File: src/design/pdcs_pkg.sv
// ----------------------------------------------------------------------------
// pdcs_pkg
// Shared types and constants of the pulse-distance command sender.
// ----------------------------------------------------------------------------
package pdcs_pkg;

  // Transmit sequencer phases, one-hot
  typedef enum logic [6:0] {
    PH_IDLE      = 7'b0000001,
    PH_HDR_MARK  = 7'b0000010,
    PH_HDR_SPACE = 7'b0000100,
    PH_BIT_MARK  = 7'b0001000,
    PH_BIT_SPACE = 7'b0010000,
    PH_END_MARK  = 7'b0100000,
    PH_END_SPACE = 7'b1000000
  } phase_t;

  // Item class decided by the front end
  typedef enum logic [1:0] {
    KIND_TICK = 2'd0,
    KIND_REQ  = 2'd1,
    KIND_BAD  = 2'd2
  } kind_t;

  localparam int KIND_W     = 2;
  localparam int TICK_W     = 16;
  localparam int REP_W      = 4;
  localparam int CFG_IDX_W  = 3;
  localparam int CFG_DATA_W = 16;

  // Register indexes
  localparam logic [CFG_IDX_W-1:0] REG_MARK         = 3'd0;
  localparam logic [CFG_IDX_W-1:0] REG_ONE_SPACE    = 3'd1;
  localparam logic [CFG_IDX_W-1:0] REG_ZERO_SPACE   = 3'd2;
  localparam logic [CFG_IDX_W-1:0] REG_HEADER_SPACE = 3'd3;
  localparam logic [CFG_IDX_W-1:0] REG_END_SPACE    = 3'd4;
  localparam logic [CFG_IDX_W-1:0] REG_REPEAT_COUNT = 3'd5;

  // Register reset values
  localparam logic [TICK_W-1:0] RST_MARK         = 16'd2000;
  localparam logic [TICK_W-1:0] RST_ONE_SPACE    = 16'd2000;
  localparam logic [TICK_W-1:0] RST_ZERO_SPACE   = 16'd4000;
  localparam logic [TICK_W-1:0] RST_HEADER_SPACE = 16'd6000;
  localparam logic [TICK_W-1:0] RST_END_SPACE    = 16'd8000;
  localparam logic [REP_W-1:0]  RST_REPEAT_COUNT = 4'd3;

  typedef struct packed {
    logic [TICK_W-1:0] mark;
    logic [TICK_W-1:0] one_space;
    logic [TICK_W-1:0] zero_space;
    logic [TICK_W-1:0] header_space;
    logic [TICK_W-1:0] end_space;
    logic [REP_W-1:0]  rep_count;
  } cfg_t;

  typedef struct packed {
    logic line_level;
    logic busy_res;
    logic refused;
  } res_t;

endpackage

File: src/design/pdcs_in_if.sv
// ----------------------------------------------------------------------------
// pdcs_in_if
// Input channel: valid/ready with request type and command code.
// ----------------------------------------------------------------------------
interface pdcs_in_if #(
  parameter int CODE_BITS = 3
);
  logic                 valid;
  logic                 ready;
  logic                 req_type;
  logic [CODE_BITS-1:0] command_code;

  modport source (output valid, output req_type, output command_code, input ready);
  modport sink   (input valid, input req_type, input command_code, output ready);
endinterface

File: src/design/pdcs_out_if.sv
// ----------------------------------------------------------------------------
// pdcs_out_if
// Result channel: valid/ready with line level, busy and refused flags.
// ----------------------------------------------------------------------------
interface pdcs_out_if;
  logic valid;
  logic ready;
  logic line_level;
  logic busy_res;
  logic refused;

  modport source (output valid, output line_level, output busy_res, output refused,
                  input ready);
  modport sink   (input valid, input line_level, input busy_res, input refused,
                  output ready);
endinterface

File: src/design/pdcs_front.sv
// ----------------------------------------------------------------------------
// pdcs_front
// Accept input transfers and classify them as tick, request or bad code.
// ----------------------------------------------------------------------------
module pdcs_front #(
  parameter int CODE_BITS = 3
) (
  input  logic                 clk,
  input  logic                 rst_n,
  pdcs_in_if.sink              in_if,
  output logic                 item_vld,
  output pdcs_pkg::kind_t      item_kind,
  output logic [CODE_BITS-1:0] item_code,
  input  logic                 item_rdy
);
  import pdcs_pkg::*;

  logic                 vld_r, vld_nxt;
  kind_t                kind_r, kind_nxt;
  logic [CODE_BITS-1:0] code_r, code_nxt;
  logic                 take;

  assign in_if.ready = !vld_r || item_rdy;
  assign take        = in_if.valid && in_if.ready;

  always_comb begin
    vld_nxt  = vld_r;
    kind_nxt = kind_r;
    code_nxt = code_r;
    if (take) begin
      vld_nxt  = 1'b1;
      code_nxt = in_if.command_code;
      // all-ones code is reserved
      if (in_if.req_type) begin
        kind_nxt = KIND_TICK;
      end else if (&in_if.command_code) begin
        kind_nxt = KIND_BAD;
      end else begin
        kind_nxt = KIND_REQ;
      end
    end else if (item_rdy) begin
      vld_nxt = 1'b0;
    end
  end

  always_ff @(posedge clk) begin
    if (!rst_n) begin
      vld_r <= 1'b0;
    end else begin
      vld_r <= vld_nxt;
    end
    kind_r <= kind_nxt;
    code_r <= code_nxt;
  end

  assign item_vld  = vld_r;
  assign item_kind = kind_r;
  assign item_code = code_r;

endmodule

File: src/design/pdcs_fifo.sv
// ----------------------------------------------------------------------------
// pdcs_fifo
// Two-entry queue between front end and transmit sequencer.
// ----------------------------------------------------------------------------
module pdcs_fifo #(
  parameter int W = 5
) (
  input  logic         clk,
  input  logic         rst_n,
  input  logic         push_vld,
  input  logic [W-1:0] push_data,
  output logic         push_rdy,
  output logic         pop_vld,
  output logic [W-1:0] pop_data,
  input  logic         pop_rdy
);
  localparam int DEPTH = 2;
  localparam int PTR_W = $clog2(DEPTH);
  localparam int CNT_W = $clog2(DEPTH + 1);

  logic [W-1:0]     mem_r [DEPTH];
  logic [PTR_W-1:0] wr_ptr_r, wr_ptr_nxt;
  logic [PTR_W-1:0] rd_ptr_r, rd_ptr_nxt;
  logic [CNT_W-1:0] cnt_r, cnt_nxt;
  logic             push, pop;

  assign push_rdy = (cnt_r != CNT_W'(DEPTH));
  assign pop_vld  = (cnt_r != '0);
  assign push     = push_vld && push_rdy;
  assign pop      = pop_vld && pop_rdy;
  assign pop_data = mem_r[rd_ptr_r];

  always_comb begin
    wr_ptr_nxt = push ? wr_ptr_r + 1'b1 : wr_ptr_r;
    rd_ptr_nxt = pop ? rd_ptr_r + 1'b1 : rd_ptr_r;
    cnt_nxt    = cnt_r;
    if (push && !pop) begin
      cnt_nxt = cnt_r + 1'b1;
    end else if (pop && !push) begin
      cnt_nxt = cnt_r - 1'b1;
    end
  end

  always_ff @(posedge clk) begin
    if (!rst_n) begin
      wr_ptr_r <= '0;
      rd_ptr_r <= '0;
      cnt_r    <= '0;
    end else begin
      wr_ptr_r <= wr_ptr_nxt;
      rd_ptr_r <= rd_ptr_nxt;
      cnt_r    <= cnt_nxt;
    end
    if (push) begin
      mem_r[wr_ptr_r] <= push_data;
    end
  end

endmodule

File: src/design/pdcs_back.sv
// ----------------------------------------------------------------------------
// pdcs_back
// Transmit sequencer: runs the frame phases on ticks and registers results.
// ----------------------------------------------------------------------------
module pdcs_back #(
  parameter int CODE_BITS = 3
) (
  input  logic                 clk,
  input  logic                 rst_n,
  input  pdcs_pkg::cfg_t       cfg,
  input  logic                 item_vld,
  input  pdcs_pkg::kind_t      item_kind,
  input  logic [CODE_BITS-1:0] item_code,
  output logic                 item_rdy,
  output logic                 res_vld,
  output pdcs_pkg::res_t       res,
  input  logic                 res_rdy
);
  import pdcs_pkg::*;

  localparam int BCW = $clog2(CODE_BITS + 1);

  phase_t               phase_r, phase_nxt;
  logic                 line_r, line_nxt;
  logic [BCW-1:0]       bit_cnt_r, bit_cnt_nxt;
  logic [BCW-1:0]       bit_inc;
  logic [REP_W-1:0]     rep_left_r, rep_left_nxt;
  logic [TICK_W-1:0]    cnt_r, cnt_nxt;
  logic [TICK_W-1:0]    cnt_inc;
  logic [TICK_W-1:0]    seg_raw, seg_len;
  logic [CODE_BITS-1:0] code_r, code_nxt;
  logic [CODE_BITS-1:0] sh_r, sh_nxt;
  logic                 seg_done;
  logic                 refused;
  logic                 pop;
  logic                 res_vld_r, res_vld_nxt;
  res_t                 res_r, res_nxt;

  assign item_rdy = !res_vld_r || res_rdy;
  assign pop      = item_vld && item_rdy;
  assign cnt_inc  = cnt_r + 1'b1;
  assign bit_inc  = bit_cnt_r + 1'b1;

  // Segment length, read live from the registers; zero counts as one
  always_comb begin
    case (phase_r)
      PH_HDR_SPACE: seg_raw = cfg.header_space;
      PH_BIT_SPACE: seg_raw = sh_r[CODE_BITS-1] ? cfg.one_space : cfg.zero_space;
      PH_END_SPACE: seg_raw = cfg.end_space;
      default:      seg_raw = cfg.mark;
    endcase
    seg_len  = (seg_raw == '0) ? TICK_W'(1) : seg_raw;
    seg_done = (cnt_inc >= seg_len) || (cnt_inc == '0);
  end

  always_comb begin
    phase_nxt    = phase_r;
    line_nxt     = line_r;
    bit_cnt_nxt  = bit_cnt_r;
    rep_left_nxt = rep_left_r;
    cnt_nxt      = cnt_r;
    code_nxt     = code_r;
    sh_nxt       = sh_r;
    refused      = 1'b0;
    if (pop) begin
      case (item_kind)
        KIND_REQ: begin
          if (phase_r != PH_IDLE) begin
            refused = 1'b1;
          end else begin
            code_nxt     = item_code;
            rep_left_nxt = (cfg.rep_count == '0) ? REP_W'(1) : cfg.rep_count;
            bit_cnt_nxt  = '0;
            cnt_nxt      = '0;
            phase_nxt    = PH_HDR_MARK;
            line_nxt     = 1'b1;
          end
        end
        KIND_TICK: begin
          if (phase_r != PH_IDLE) begin
            cnt_nxt = cnt_inc;
            if (seg_done) begin
              cnt_nxt = '0;
              unique case (phase_r)
                PH_HDR_MARK: begin
                  phase_nxt = PH_HDR_SPACE;
                  line_nxt  = 1'b0;
                end
                PH_HDR_SPACE: begin
                  // load the held code for this frame's bits
                  phase_nxt   = PH_BIT_MARK;
                  bit_cnt_nxt = '0;
                  sh_nxt      = code_r;
                  line_nxt    = 1'b1;
                end
                PH_BIT_MARK: begin
                  phase_nxt = PH_BIT_SPACE;
                  line_nxt  = 1'b0;
                end
                PH_BIT_SPACE: begin
                  // advance to the next bit, msb first
                  bit_cnt_nxt = bit_inc;
                  sh_nxt      = sh_r << 1;
                  phase_nxt   = (bit_inc == BCW'(CODE_BITS)) ? PH_END_MARK : PH_BIT_MARK;
                  line_nxt    = 1'b1;
                end
                PH_END_MARK: begin
                  phase_nxt = PH_END_SPACE;
                  line_nxt  = 1'b0;
                end
                PH_END_SPACE: begin
                  line_nxt    = 1'b1;
                  bit_cnt_nxt = '0;
                  if (rep_left_r > REP_W'(1)) begin
                    rep_left_nxt = rep_left_r - 1'b1;
                    phase_nxt    = PH_HDR_MARK;
                  end else begin
                    rep_left_nxt = '0;
                    phase_nxt    = PH_IDLE;
                  end
                end
                PH_IDLE: begin
                  phase_nxt = PH_IDLE;
                  line_nxt  = 1'b1;
                end
              endcase
            end
          end
        end
        default: begin
          refused = 1'b1;
        end
      endcase
    end
  end

  always_comb begin
    res_vld_nxt = res_vld_r;
    res_nxt     = res_r;
    if (pop) begin
      res_vld_nxt        = 1'b1;
      res_nxt.line_level = line_nxt;
      res_nxt.busy_res   = (phase_nxt != PH_IDLE);
      res_nxt.refused    = refused;
    end else if (res_rdy) begin
      res_vld_nxt = 1'b0;
    end
  end

  always_ff @(posedge clk) begin
    if (!rst_n) begin
      phase_r    <= PH_IDLE;
      line_r     <= 1'b1;
      bit_cnt_r  <= '0;
      rep_left_r <= '0;
      cnt_r      <= '0;
      code_r     <= '0;
      sh_r       <= '0;
      res_vld_r  <= 1'b0;
    end else begin
      phase_r    <= phase_nxt;
      line_r     <= line_nxt;
      bit_cnt_r  <= bit_cnt_nxt;
      rep_left_r <= rep_left_nxt;
      cnt_r      <= cnt_nxt;
      code_r     <= code_nxt;
      sh_r       <= sh_nxt;
      res_vld_r  <= res_vld_nxt;
    end
    res_r <= res_nxt;
  end

  assign res_vld = res_vld_r;
  assign res     = res_r;

  a_idle_quiet: assert property (@(posedge clk) disable iff (!rst_n)
    (phase_r == PH_IDLE) |-> (line_r && cnt_r == '0 && bit_cnt_r == '0))
    else $error("idle sequencer with line low or counters running");

  a_bit_range: assert property (@(posedge clk) disable iff (!rst_n)
    bit_cnt_r <= BCW'(CODE_BITS))
    else $error("bit counter past code width");

  a_start_only_on_req: assert property (@(posedge clk) disable iff (!rst_n)
    (phase_r == PH_IDLE && !(pop && item_kind == KIND_REQ)) |=> (phase_r == PH_IDLE))
    else $error("sequencer left idle without an accepted request");

  a_frames_left: assert property (@(posedge clk) disable iff (!rst_n)
    (phase_r != PH_IDLE) |-> (rep_left_r != '0))
    else $error("busy with no frames left");

endmodule

File: src/design/pulse_distance_command_sender_top.sv
// ----------------------------------------------------------------------------
// pulse_distance_command_sender_top
// Pulse-distance encoder for a short command, sent a set number of times.
//
//   channel  dir  handshake            payload
//   in_if    in   valid/ready          req_type, command_code[CODE_BITS-1:0]
//   out_if   out  valid/ready          line_level, busy_res, refused
//   cfg_*    in   cfg_we (no wait)     cfg_idx[2:0], cfg_data[15:0]
//
// One item per clock sustained while out_if.ready is high; each input transfer
// gives exactly one result. Items pass the classify register, the queue and
// the sequencer result register. The sequencer adds and compares once per tick.
// rst_n is synchronous, active low; registers return to their default lengths.
// Either side may stall on its own; the queue absorbs up to two items.
// ----------------------------------------------------------------------------
module pulse_distance_command_sender_top #(
  parameter int CODE_BITS = 3
) (
  input  logic                                 clk,
  input  logic                                 rst_n,
  pdcs_in_if.sink                              in_if,
  pdcs_out_if.source                           out_if,
  input  logic                                 cfg_we,
  input  logic [pdcs_pkg::CFG_IDX_W-1:0]       cfg_idx,
  input  logic [pdcs_pkg::CFG_DATA_W-1:0]      cfg_data
);
  import pdcs_pkg::*;

  localparam int ITEM_W = KIND_W + CODE_BITS;

  // Configuration registers
  cfg_t cfg_r, cfg_nxt;

  // Front end to queue
  logic                 fe_vld, fe_rdy;
  kind_t                fe_kind;
  logic [CODE_BITS-1:0] fe_code;

  // Queue to sequencer
  logic                 q_vld, q_rdy;
  logic [ITEM_W-1:0]    q_data;

  // Sequencer result
  logic                 res_vld;
  res_t                 res;

  // Write a register; unknown indexes drop the write
  always_comb begin
    cfg_nxt = cfg_r;
    if (cfg_we) begin
      case (cfg_idx)
        REG_MARK:         cfg_nxt.mark         = cfg_data;
        REG_ONE_SPACE:    cfg_nxt.one_space    = cfg_data;
        REG_ZERO_SPACE:   cfg_nxt.zero_space   = cfg_data;
        REG_HEADER_SPACE: cfg_nxt.header_space = cfg_data;
        REG_END_SPACE:    cfg_nxt.end_space    = cfg_data;
        REG_REPEAT_COUNT: cfg_nxt.rep_count    = cfg_data[REP_W-1:0];
        default:          cfg_nxt = cfg_r;
      endcase
    end
  end

  always_ff @(posedge clk) begin
    if (!rst_n) begin
      cfg_r.mark         <= RST_MARK;
      cfg_r.one_space    <= RST_ONE_SPACE;
      cfg_r.zero_space   <= RST_ZERO_SPACE;
      cfg_r.header_space <= RST_HEADER_SPACE;
      cfg_r.end_space    <= RST_END_SPACE;
      cfg_r.rep_count    <= RST_REPEAT_COUNT;
    end else begin
      cfg_r <= cfg_nxt;
    end
  end

  // Accept and classify
  pdcs_front #(
    .CODE_BITS (CODE_BITS)
  ) u_front (
    .clk       (clk),
    .rst_n     (rst_n),
    .in_if     (in_if),
    .item_vld  (fe_vld),
    .item_kind (fe_kind),
    .item_code (fe_code),
    .item_rdy  (fe_rdy)
  );

  // Decouple classification from the sequencer
  pdcs_fifo #(
    .W (ITEM_W)
  ) u_fifo (
    .clk       (clk),
    .rst_n     (rst_n),
    .push_vld  (fe_vld),
    .push_data ({fe_kind, fe_code}),
    .push_rdy  (fe_rdy),
    .pop_vld   (q_vld),
    .pop_data  (q_data),
    .pop_rdy   (q_rdy)
  );

  // Run the frame sequence and hold each result until transferred
  pdcs_back #(
    .CODE_BITS (CODE_BITS)
  ) u_back (
    .clk       (clk),
    .rst_n     (rst_n),
    .cfg       (cfg_r),
    .item_vld  (q_vld),
    .item_kind (kind_t'(q_data[ITEM_W-1 -: KIND_W])),
    .item_code (q_data[CODE_BITS-1:0]),
    .item_rdy  (q_rdy),
    .res_vld   (res_vld),
    .res       (res),
    .res_rdy   (out_if.ready)
  );

  assign out_if.valid      = res_vld;
  assign out_if.line_level = res.line_level;
  assign out_if.busy_res   = res.busy_res;
  assign out_if.refused    = res.refused;

endmodule
File: src/flat_wrapper.sv
// flat-port wrapper written by rule: the top's interface ports become plain ports
module pulse_distance_command_sender_top_flat import pdcs_pkg::*;
#(
  parameter int CODE_BITS = 3
)
  (clk, rst_n, cfg_we, cfg_idx, cfg_data, in_if_valid, in_if_req_type, in_if_command_code, in_if_ready, out_if_valid, out_if_line_level, out_if_busy_res, out_if_refused, out_if_ready);
  pdcs_in_if #(.CODE_BITS(CODE_BITS)) in_if_i ();
  pdcs_out_if out_if_i ();
  input  logic clk;
  input  logic rst_n;
  input  logic cfg_we;
  input  logic [pdcs_pkg::CFG_IDX_W-1:0] cfg_idx;
  input  logic [pdcs_pkg::CFG_DATA_W-1:0] cfg_data;
  input wire logic [$bits(in_if_i.valid)-1:0] in_if_valid;
  input wire logic [$bits(in_if_i.req_type)-1:0] in_if_req_type;
  input wire logic [$bits(in_if_i.command_code)-1:0] in_if_command_code;
  output wire logic [$bits(in_if_i.ready)-1:0] in_if_ready;
  output wire logic [$bits(out_if_i.valid)-1:0] out_if_valid;
  output wire logic [$bits(out_if_i.line_level)-1:0] out_if_line_level;
  output wire logic [$bits(out_if_i.busy_res)-1:0] out_if_busy_res;
  output wire logic [$bits(out_if_i.refused)-1:0] out_if_refused;
  input wire logic [$bits(out_if_i.ready)-1:0] out_if_ready;
  assign in_if_i.valid = in_if_valid;
  assign in_if_i.req_type = in_if_req_type;
  assign in_if_i.command_code = in_if_command_code;
  assign in_if_ready = in_if_i.ready;
  assign out_if_valid = out_if_i.valid;
  assign out_if_line_level = out_if_i.line_level;
  assign out_if_busy_res = out_if_i.busy_res;
  assign out_if_refused = out_if_i.refused;
  assign out_if_i.ready = out_if_ready;
  pulse_distance_command_sender_top #(.CODE_BITS(CODE_BITS)) u_core (.clk(clk), .rst_n(rst_n), .in_if(in_if_i), .out_if(out_if_i), .cfg_we(cfg_we), .cfg_idx(cfg_idx), .cfg_data(cfg_data));
endmodule
File: config.mk
export PLATFORM = sky130hd
export DESIGN_NAME = pulse_distance_command_sender_top_flat
export DESIGN_NICKNAME = d
export VERILOG_FILES = /design/src/design/pdcs_pkg.sv /design/src/design/pdcs_in_if.sv /design/src/design/pdcs_out_if.sv /design/src/design/pdcs_front.sv /design/src/design/pdcs_fifo.sv /design/src/design/pdcs_back.sv /design/src/design/pulse_distance_command_sender_top.sv /design/src/flat_wrapper.sv
export SDC_FILE = /design/constraint.sdc
export NUM_CORES = 1
export LEC_CHECK = 0
export BUFFER_PORTS_ARGS = -buffer_cell sky130_fd_sc_hd__buf_2
export CAP_MARGIN = 10
export CORE_ASPECT_RATIO = 0.7
export CORE_MARGIN = 3
export CORE_UTILIZATION = 40
export DETAILED_ROUTE_END_ITERATION = 10
export GPL_ROUTABILITY_DRIVEN = 0
export PLACE_DENSITY = 0.59
export SLEW_MARGIN = 15
export SYNTH_ARGS = -nofsm -noshare
export SYNTH_HDL_FRONTEND = slang
export SYNTH_SLANG_ARGS = --single-unit
File: constraint.sdc
create_clock -name clk -period 8.51 [get_ports clk]
set_clock_uncertainty 0.05 [all_clocks]
set_input_delay 1.702 -clock clk [delete_from_list [all_inputs] [get_ports clk]]
set_output_delay 1.702 -clock clk [all_outputs]
set_load 0.1 [all_outputs]
# Yosys cells after proc, flatten, opt, wreduce, memory -nomap -nowiden
# Memories as Yosys holds them, arrays and structs flattened. A register that Yosys moved wholly into a read port is not among the register bits.
# Cells that the tools add are included.
# W data, S select, Z words.
# word_totals
register_bits	134
mem_bits_rw	10
input_bits	28
output_inout_bits	5
elab_cells	141
memories	1
# op_classes
n_addsub	7
order_cmp	2
n_eq_ne	22
muxes	47
bitwise	1
reduce_logical	38
# memory_table
memory	words	width	rd	rd_ports_with_merged_regs	write_ports	line_no	rtl
u_core.u_fifo.mem_r	2	5	1	1	1	pdcs_fifo.sv:21	logic [W-1:0] mem_r [DEPTH];
# ops
cell	count
$mux W16	5
$pmux W7 S7	1
$pmux W16 S3	1
$logic_not A16 Y1	2
$pmux W16 S2	1
$mux W7	4
$mux W4	6
$add A16 B1 Y16 const B	1
$ge A16 B16 Y1	1
$mux W2	7
$ne A7 B1 Y1 const B	2
$pmux W7 S2	1
$mux W1	13
$reduce_and A2 Y1	6
$reduce_and A6 Y1	2
$reduce_bool A2 Y1	6
$ne A2 B2 Y1 const B	5
$pmux W2 S2	2
$pmux W4 S2	1
$eq A7 B1 Y1 const B	1
$eq A7 B2 Y1 const B	1
$eq A7 B3 Y1 const B	1
$eq A7 B4 Y1 const B	1
$eq A7 B5 Y1 const B	1
other kinds (29)	45

# Logic depth before layout (Yosys ltp)
# depth
depth_word	11
ltp_mapped	20
ltp_nobuf	17

# Modules after synthesis
# Synthesis repeated with hierarchy kept, for this count alone.
# unflattened
hier_cells	768
area_unflattened_um2	7280.7
# by_module_without_submodules
mod	instances	cells_per_inst	area_each_um2
pulse_distance_command_sender_top	1	308	3238.1
pdcs_back	1	408	3220.6
pdcs_fifo	1	39	599.3
pdcs_front	1	13	222.7

# Least setup slack after synthesis
# Ideal clock, no wire load.
# synth_timing
path_kind	register -> register
start	reg u_core.u_back.sh_r[2]
end	reg u_core.u_back.res_r (netlist bit u_core.u_back.res[1]) (data pin)
setup_ns	0.272
arrival_ns	4.097
path_slack_ns	4.091
path_stages_with_launch	19
n_path_buf	2
period_less_slack_ns	4.419
cell_sequence	dfxtp_1 clkbuf_1 clkbuf_1 mux2i_1 nor2_1 a221o_1 a21oi_1 nand4_1 or3_1 o21ai_0 ha_1 nor2b_1 o21ai_0 a21oi_1 o21ai_0 a31oi_1 mux2i_1 a2bb2oi_1 or4_1
# synth_between
elab_chain_len	11
# synth_rtl
element	line_no	rtl
from (decl)	pdcs_back.sv:32	logic [CODE_BITS-1:0] sh_r, sh_nxt;
from (signal assigned)	pdcs_back.sv:167	sh_r <= sh_nxt;
$mux W16 (*)	pdcs_back.sv:48	PH_BIT_SPACE: seg_raw = sh_r[CODE_BITS-1] ? cfg.one_space : cfg.zero_space;
$pmux W16 S3 (*)	pdcs_back.sv:46	case (phase_r)
$logic_not A16 Y1	pdcs_back.sv:52	seg_len = (seg_raw == '0) ? TICK_W'(1) : seg_raw;
$mux W16 (*)	pdcs_back.sv:52	
$ge A16 B16 Y1 (*)	pdcs_back.sv:53	seg_done = (cnt_inc >= seg_len) || (cnt_inc == '0);
$logic_or A1 B1 Y1 (*)	pdcs_back.sv:53	
$mux W7 (*)	pdcs_back.sv:82	if (seg_done) begin
$mux W7 (*)	pdcs_back.sv:80	if (phase_r != PH_IDLE) begin
$pmux W7 S2 (*)	pdcs_back.sv:66	case (item_kind)
$mux W7 (*)	pdcs_back.sv:65	if (pop) begin
$ne A7 B1 Y1 (*)	pdcs_back.sv:143	res_nxt.busy_res = (phase_nxt != PH_IDLE);
to (signal assigned)	pdcs_back.sv:170	res_r <= res_nxt;
to (decl)	pdcs_back.sv:37	res_t res_r, res_nxt;
# Mark *: on every way between the ends. The rest lies on a longest branch, timed or not.
# A chain may end at the register's enable or synchronous reset.

# Worst setup path in the final report
# layout_timing
start	reg u_core.u_back.phase_r[5]
end	reg u_core.u_back.res_r (netlist bit u_core.u_back.res[1]) (data pin)
# layout_between
elab_chain_len	11
word_cells_on_any_way	20
cone_classes	order compare: 1; eq/ne: 9; mux: 8; reduce/logical: 2
# layout_rtl
element	line_no	rtl
from (decl)	pdcs_back.sv:23	phase_t phase_r, phase_nxt;
from (signal assigned)	pdcs_back.sv:161	phase_r <= phase_nxt;
$eq A7 B7 Y1 (tied with other cells)	pdcs_back.sv:46, pdcs_back.sv:84	
$pmux W16 S3	pdcs_back.sv:46	
$logic_not A16 Y1	pdcs_back.sv:52	
$mux W16	pdcs_back.sv:52	
$ge A16 B16 Y1	pdcs_back.sv:53	
$logic_or A1 B1 Y1	pdcs_back.sv:53	
$mux W7	pdcs_back.sv:82	
$mux W7	pdcs_back.sv:80	
$pmux W7 S2	pdcs_back.sv:66	
$mux W7 (*)	pdcs_back.sv:65	
$ne A7 B1 Y1 (*)	pdcs_back.sv:143	
# Marks and branches as above.

==> flow_summary.toml <==
[clocking]
clk_latency_ps = 420
postCtsSetupBuffers = 0
holdBufCountCts = 0
clock-sinks = 145
cts_tree = "yes"
cts.path.max_buffers = 2
clkTransAtPathRegs_ps = 60
cts_root_buf = "clkbuf_16"
cts-buffers-inserted = 17
cts_resized = 0
h-tree-depth = 4

[drt]
drcViolationCount = 0
vias = 5823
drtAntennaViolNets = 0
first_iter_violations = 482
drt_pass1_iterations = 6
wl_per_cell_um = 15.8
wl_um = 17400
viasPerCell = 5.31

[floorplanning]
core_um2 = 17300
io_pins = 33
initial_core_util = 0.413
fp-row-count = 40
dieArea_um2 = 19500
die_h_um = 118
die_w_um = 166

[global_route]
grt_max_degree = 91
overflow = 0
antenna_found_initial = 0
track_usage = 0.183
grt_pass1_vias = 5549
grt_pass1_wl_um = 29300

[timing]
fmax_mhz = 184
rsz0062_at_grt = "false"
period_minus_slack_ps = 5440
slew_viol_final = 0
tns_ps = 0
min_period_over_period = 0.640
setup_viol = 0
hold_viol = 0
slew_headroom = 0.216
worst_pin_slew_ps = 1170

[yosys]
yosys_most_used_dff = "dfxtp_1"
synth_edf_count = 18
yosys_warnings = 0
synth_cell_types = 59
synth_area_um2 = 7140
synthTopCellsByArea = "dfxtp_1 36%, nand2_1 11%, edfxtp_1 7.6%, a21boi_0 5.9%, mux2i_1 4.8%"
synth_cells = 843
ys_seq_area_frac = 0.432
synth.ff_latch_count = 145
synth_top_cell_area_share = 0.356
yosysMostFrequentCell = "nand2_1"
async_flop_share = 0
synth_commonest_cells = "203 x nand2_1, 127 x dfxtp_1, 71 x nor2_1"
synth_nets = 892
avgSynthCellArea_um2 = 8.47
synth_top_area_cell = "dfxtp_1"

[worst_setup_path]
slowest_stage = "and3_1"
cp.arrival_ps = 5550
cp.buffers_inverters = 0
r2r-end = "u_core.u_back.res[1]$_DFFE_PP_"
crit_chain = "nor3_1 > and3_1 > nor2_1 > a21oi_1 > nand4_1 > or3_1 > o21ai_0 > ha_1 > nor2b_1 > o21ai_0 > a21oi_1 > o21ai_0 > a211oi_2 > a21oi_1 > or4_1"
r2r_cells = 15
cpLargestDelayFamily = "simple AND/OR/NAND/NOR gates"
crit_path_end_kind = "flip-flop"
start_kind = "flip-flop"
criticalPathCategory = "flip-flop to flip-flop"
rrSetupSlack_ps = 3070
rr_startpoint = "u_core.u_back.phase_r[5]$_SDFF_PN0_"
crit_path_max_incr_delay_ps = 800
required_ps = 8620
path_max_fanout = 21

[place]
port_buffers = 32
place_hpwl_um = 12200

[pwr]
ir_worst_vdd_uv = 154
p_leak_uw = 0.00307
power.total_uw = 1850
powerDensity_nw_per_um2 = 229

[min_path]
worstHoldPathType = "flip-flop to flip-flop"
worstHoldPathCells = 0
worstHoldStart = "u_core.u_front.item_kind[1]$_SDFFCE_PP0P_"
min_to = "u_core.u_fifo.mem_r[1][4]$_DFFE_PP_"

[run]
drv_cap = 0

[cells_and_area]
drive_above_1_share = 0.103
synthToLayoutAreaGrowth_pct = 13.1
final_util = 0.467
n_antenna_cell = 0
nets = 902
fill_cells = 1727

[run_status]
status = "finished, final reports clean"
flip-flops by register name (all words and copies together), names as in the netlist, named ones only:
name and count:
u_core.u_fifo.cnt_r 2, u_core.u_back.line_r 1, u_core.u_back.res_vld 1, u_core.u_front.item_kind 2
u_core.u_back.phase_r 7, u_core.u_back.cnt_r 16, u_core.u_back.res 3, u_core.u_fifo.rd_ptr_r 1
u_core.cfg_r 84, u_core.u_fifo.wr_ptr_r 1, u_core.u_back.sh_r 3, u_core.u_back.rep_left_r 4
u_core.u_front.item_code 3, u_core.u_fifo.mem_r 10, u_core.u_back.bit_cnt_r 2, u_core.u_front.item_vld 1
u_core.u_back.code_r 3
per-stage QoR:
step | instance area [um2] | std cells | setup WS (ps) | hold WS (ps)
floorplan | 7140 | 843 | 4090 | 371
global placement | 7450 | 1065 | 3260 | 380
detailed placement | 7450 | 1065 | 3070 | 379
CTS | 8070 | 1097 | 3040 | 393
global route | 8080 | 1097 | 2530 | 398
finish | 8080 | 1097 | 3070 | 393
kinds of logic (layout without fill, tap and decap cells):
| group | count (synthesis) | after routing | share of synthesized area |
|---|---|---|---|
| simple gates | 392 | 392 | 0.247 |
| compound gates | 154 | 154 | 0.154 |
| flops | 145 | 145 | 0.432 |
| buf+inv | 56 | 79 | 0.0319 |
| mux | 38 | 38 | 0.0539 |
| xor+xnor | 37 | 37 | 0.0454 |
| fa+ha+maj | 21 | 21 | 0.0368 |
worst reg2reg max path, cell delays in order, from the launching register on:
cell and delay (ps):
dfxtp_1 380, nor3_1 370, and3_1 800, nor2_1 400
a21oi_1 340, nand4_1 110, or3_1 370, o21ai_0 190
ha_1 260, nor2b_1 110, o21ai_0 80, a21oi_1 140
o21ai_0 170, a211oi_2 690, a21oi_1 180, or4_1 530
worst max-delay path by stage:
stage                     cells after the start                                start                             end  slack [ps]
final                                        15  u_core.u_back.phase_r[5]$_SDFF_PN0_  u_core.u_back.res[1]$_DFFE_PP_        3070
after global routing                         15  u_core.u_back.phase_r[5]$_SDFF_PN0_  u_core.u_back.res[1]$_DFFE_PP_        2530
after CTS                                    15  u_core.u_back.phase_r[5]$_SDFF_PN0_  u_core.u_back.res[1]$_DFFE_PP_        3040
after detailed placement                     15  u_core.u_back.phase_r[5]$_SDFF_PN0_  u_core.u_back.res[1]$_DFFE_PP_        3070
after global placement                       15  u_core.u_back.phase_r[5]$_SDFF_PN0_  u_core.u_back.res[1]$_DFFE_PP_        3260
after floorplan                              18   u_core.u_back.sh_r[2]$_SDFFE_PN0P_  u_core.u_back.res[1]$_DFFE_PP_        4090
cell type report:
type,instances,area [um2],area share
clock buffer,20,437,0.0540
tap,231,289,0.0358
clock inverter,12,183,0.0226
inverter,9,33.8,0.00418
multi-input combinational,642,3850,0.476
timing repair buffer,38,205,0.0254
sequential,145,3080,0.382
layout by cell type (no fill, tap or decap), types with 17 or more instances in the layout:
cell type / netlist / final
a21boi_0: 56 / 56
xnor2_1: 24 / 24
nand3_1: 45 / 45
clkbuf_16: 0 / 17
ha_1: 21 / 21
o21ai_0: 24 / 24
dfxtp_1: 127 / 127
mux2i_1: 34 / 34
edfxtp_1: 18 / 18
nor2_1: 71 / 71
buf_2: 7 / 32
nand2_1: 203 / 203
a21oi_1: 22 / 22
layer usage:
| layer | GRT usage | part of all wire | vias up |
|---|---|---|---|
| met2 | 0.257 | 0.41 | 138 |
| met1 | 0.283 | 0.53 | 2735 |
| li1 | - | - | 2931 |
| met3 | 0.0373 | 0.050 | 19 |
| met4 | 0.0457 | 0.011 | 0 |
| met5 | 0 | 0 | - |
power by group:
group	leakage [uW]	switching (uW)	internal, uW
registers	0.00120	35.3	740
clock network	0.000297	295	493
logic	0.00157	188	95.6
Power figures use the tool's default switching activity.
